`config.mk`:
```
export PLATFORM = sky130hd
export DESIGN_NAME = pmd_ctrl
export DESIGN_NICKNAME = d
export VERILOG_FILES = /design/src/sv/pmd_pkg.sv /design/src/sv/pmd_ctrl.sv
export SDC_FILE = /design/constraint.sdc
export NUM_CORES = 1
export LEC_CHECK = 0
export BUFFER_PORTS_ARGS = -buffer_cell sky130_fd_sc_hd__buf_4
export CORE_AREA = 2 2 39 41
export CTS_BUF_LIST = sky130_fd_sc_hd__clkbuf_8
export DETAILED_ROUTE_END_ITERATION = 12
export DIE_AREA = 0 0 41 43
export PLACE_DENSITY = 0.45
export SKIP_LAST_GASP = 1
export SLEW_MARGIN = 30
export SYNTH_ARGS = -nofsm -noshare
export SYNTH_HDL_FRONTEND = slang
export SYNTH_SLANG_ARGS = --single-unit
```
`constraint.sdc`:
```
create_clock -name aclk -period 1.75 [get_ports aclk]
set_input_delay 0.2625 -clock aclk [delete_from_list [all_inputs] [get_ports aclk]]
set_output_delay 0.2625 -clock aclk [all_outputs]
set_load 0.05 [all_outputs]
```
`src/sv/pmd_pkg.sv`:
```
// shared types and constants for the dense prim spanning tree block
// no dependencies; imported by pmd_ctrl, pmd_datapath and prim_mst_dense
package pmd_pkg;

    localparam int VTX_W     = 5;
    localparam int IN_W_W    = 16;
    localparam int OUT_W_W   = 16;
    localparam int TOTAL_W   = 21;
    localparam int VCNT_W    = 6;
    localparam logic [TOTAL_W-1:0] TOTAL_MAX = {TOTAL_W{1'b1}};

    localparam int S_TDATA_W = 32;
    localparam int M_TDATA_W = 48;

    localparam logic ACT_LOAD  = 1'b0;
    localparam logic ACT_START = 1'b1;

    // controller to datapath
    typedef struct packed {
        logic load_wr;
        logic run_init;
        logic scan_issue;
        logic commit;
    } pmd_cmd_t;

    // datapath to controller
    typedef struct packed {
        logic scan_last;
        logic out_free;
        logic final_round;
    } pmd_status_t;

endpackage

```
`src/sv/pmd_ctrl.sv`:
```
// sequencer for the dense prim spanning tree block: idle, scan, drain, emit
// depends on pmd_pkg for the command and status structs
module pmd_ctrl
    import pmd_pkg::*;
(
    input  logic        aclk,
    input  logic        aresetn,
    input  logic        s_tvalid,
    input  logic        s_action,
    output logic        s_tready,
    input  pmd_status_t status,
    output pmd_cmd_t    cmd
);

    localparam logic [1:0] ST_IDLE  = 2'd0;
    localparam logic [1:0] ST_SCAN  = 2'd1;
    localparam logic [1:0] ST_DRAIN = 2'd2;
    localparam logic [1:0] ST_EMIT  = 2'd3;

    logic [1:0] state_reg;
    logic [1:0] state_next;
    logic       in_beat;

    assign s_tready = (state_reg == ST_IDLE);
    assign in_beat  = s_tvalid && s_tready;

    always_comb begin
        state_next     = state_reg;
        cmd            = '0;
        case (state_reg)
            ST_IDLE: begin
                if (in_beat) begin
                    if (s_action == ACT_START) begin
                        cmd.run_init = 1'b1;
                        state_next   = ST_SCAN;
                    end else begin
                        cmd.load_wr = 1'b1;
                    end
                end
            end
            ST_SCAN: begin
                cmd.scan_issue = 1'b1;
                if (status.scan_last) begin
                    state_next = ST_DRAIN;
                end
            end
            ST_DRAIN: begin
                // last read of the round is compared on this edge
                state_next = ST_EMIT;
            end
            ST_EMIT: begin
                if (status.out_free) begin
                    cmd.commit = 1'b1;
                    state_next = status.final_round ? ST_IDLE : ST_SCAN;
                end
            end
            default: begin
                state_next = ST_IDLE;
            end
        endcase
    end

    always_ff @(posedge aclk) begin
        if (!aresetn) begin
            state_reg <= ST_IDLE;
        end else begin
            state_reg <= state_next;
        end
    end

    a_scan_exclusive: assert property (@(posedge aclk) disable iff (!aresetn)
        cmd.scan_issue |-> !cmd.commit && !cmd.run_init && !s_tready)
        else $error("scan issued outside the scan phase");

    a_init_then_scan: assert property (@(posedge aclk) disable iff (!aresetn)
        cmd.run_init |=> cmd.scan_issue)
        else $error("run start not followed by a scan");

    a_commit_then_move: assert property (@(posedge aclk) disable iff (!aresetn)
        cmd.commit |=> (cmd.scan_issue || s_tready))
        else $error("commit did not leave the emit phase");

endmodule

```
==> impl_metrics.tcl <==
set metrics [dict create \
    num_vias 241 \
    grt_pass1_wl_um 752 \
    io_pins 12 \
    rows 14 \
    postCtsHoldBufs 0 \
    routedWlPerCell_um 8.845 \
    slew_headroom_pct 78.27 \
    cts_made_buffers 3 \
    grt.total_usage_pct 6.613 \
    post-route-min-period_ns 1.547 \
    drc 0 \
    clk_path_buf_depth 2 \
    postRouteAntennaNets 0 \
    die_width_um 41 \
    cp_max_fo 5 \
    synth_area_sq_um 234.0 \
    max_freq_mhz 646.2 \
    skew_ns 0.002185 \
    finalHoldViolCount 0 \
    synth.area.top_cells "ha_1 (21%), dfxtp_1 (17%), a2111oi_2 (6.4%)" \
    slew_viol_final 0 \
    final_util_pct 27.49 \
    port_buffers 11 \
    yosys_warnings 0 \
    end_kind "output port" \
    cts.clk_slew.worst_paths_ns 0.03 \
    syn_inst 28 \
    dpl.hpwl_um 413.4 \
    htreeDepth 1 \
    rsz0062_at_grt "false" \
    clk_latency_ns 0.21 \
    gp_congestion 0.6963 \
    cts_setup_buffers 0 \
    max_stage_delay_ns 0.37 \
    drtIter0Drc 3 \
    grt_max_degree 6 \
    ctsResizeCount 0 \
    syn_area_per_cell_sq_um 8.356 \
    synth-seq-cells 2 \
    worst_pin_slew_ns 0.3231 \
    path_cells "inv_1 -> ha_1 -> and3_1 -> buf_4" \
    synth_top_area_cell "ha_1" \
    final_cell_mix "buf_4 (11), inv_1 (4), ha_1 (4)" \
    largest_reg_flops 2 \
    p_per_area_mw_per_mm2 1734 \
    via_per_inst 4.155 \
    synth_top_area_share_pct 21.39 \
    path_delay_family "flip-flops" \
    cts_sinks 2 \
    dr.pass1.iters 2 \
    root_buffer "clkbuf_8" \
    nets 55 \
    diodes 0 \
    worstHoldPathType "input port to register" \
    drive_above_1_share_pct 45.24 \
    grt_antenna_before_repair 0 \
    crit_required_ns 1.49 \
    postRouteWirelength_um 513 \
    finalNonFillerCells 58 \
    die_h_um 43 \
    finalCritPeriodShare_pct 88.43 \
    p_leak_uw 0.0001812 \
    crit_type "register to output port" \
    final_common_cell "buf_4" \
    initial_core_util_pct 16.91 \
    fillers 164 \
    whs_ns 0.3208 \
    critPathArrivalTime_ns 1.28 \
    syn_nets 39 \
    cts_tree "built" \
    area_delta_synth_final_pct 62.57 \
    coreArea_sq_mm 0.001384 \
    maxCapViolCount 0 \
    crit_slowest_cell "dfxtp_1" \
    totalNegativeSetupSlack_ns 0 \
    ir_drop_mv 0.5700 \
    grt_overflow 0 \
    die_area_sq_mm 0.001763 \
    cp-start-kind "register" \
    path_buf_inv 2 \
    setup_viol 0 \
    placed_cells 55 \
    synth.distinct_cells 19 \
    grt_pass1_vias 201 \
    outcome "completed" \
    yosysSeqAreaShare_pct 17.11 \
]
final timing paths:
kind / from / to / slack, ns / depth (start not counted)
hold / removal: aresetn / state_reg[1] / 0.32 / 3
hold reg to reg: state_reg[1] / state_reg[1] / 0.52 / 2
setup / recovery: state_reg[0] / cmd[2] / 0.20 / 4
setup reg to reg: state_reg[1] / state_reg[0] / 0.37 / 5
layer usage:
| layer | up-vias | track usage (%) | share of wire, % |
|---|---|---|---|
| met2 | 8 | 8.750 | 50 |
| met1 | 108 | 7.029 | 39 |
| li1 | 125 | - | - |
| met4 | 0 | 6.000 | 0 |
| met5 | - | 0 | 0 |
| met3 | 0 | 3.665 | 11 |
power breakdown:
part	total, uW	switching [uW]	leakage [uW]	internal [uW]
registers	82.5	18.1	0.0000164	64.4
logic	399	249	0.000143	149
clock network	178	32.9	0.0000216	145
synth_stat cells, drive strengths merged:
cell,number
and3,1
and2,1
a21oi,2
ha,4
inv,4
nor2b,2
a21boi,1
nand2,2
o32ai,1
nor2,1
nand2b,1
o31ai,1
nand3,1
a21bo,1
dfxtp,2
or2b,1
nand4,1
a2111oi,1
worst reg2reg max path: stages (launching register included):
cell	delay [ns]
dfxtp_1	0.36
inv_1	0.09
ha_1	0.21
nor2b_1	0.16
a2111oi_2	0.29
o32ai_1	0.13
area by class of cell:
| class | count | area [sq um] | share of cell area (%) |
|---|---|---|---|
| Inverter | 4 | 15.01 | 3.947 |
| Sequential cell | 2 | 40.04 | 10.53 |
| Multi-Input combinational cell | 22 | 181.4 | 47.70 |
| Tap cell | 16 | 20.02 | 5.263 |
| Clock buffer | 3 | 41.29 | 10.86 |
| Timing Repair Buffer | 11 | 82.58 | 21.71 |
through the flow:
step | total power, uW | setup slack, ns | instance area [sq um]
detailed placement | 485.3 | 0.3636 | 339.1
floorplan | 390.6 | 0.01271 | 236.5
CTS | 671.3 | 0.1893 | 380.4
global route | 708.3 | 0.1215 | 380.4
finish | 659.4 | 0.2025 | 380.4
global placement | 487.4 | 0.3265 | 339.1
logic make-up (layout without fill, tap and decap cells):
| group | count (synthesis) | count (layout) | share of synthesized area, % |
|---|---|---|---|
| AOI/OAI and AO/OA | 7 | 7 | 25.14 |
| adders and majority gates | 4 | 4 | 21.39 |
| buffers and inverters | 4 | 18 | 6.415 |
| DFF | 2 | 2 | 17.11 |
| and+or+nand+nor | 11 | 11 | 29.95 |
Note: power is estimated with default switching activity, not from simulation.
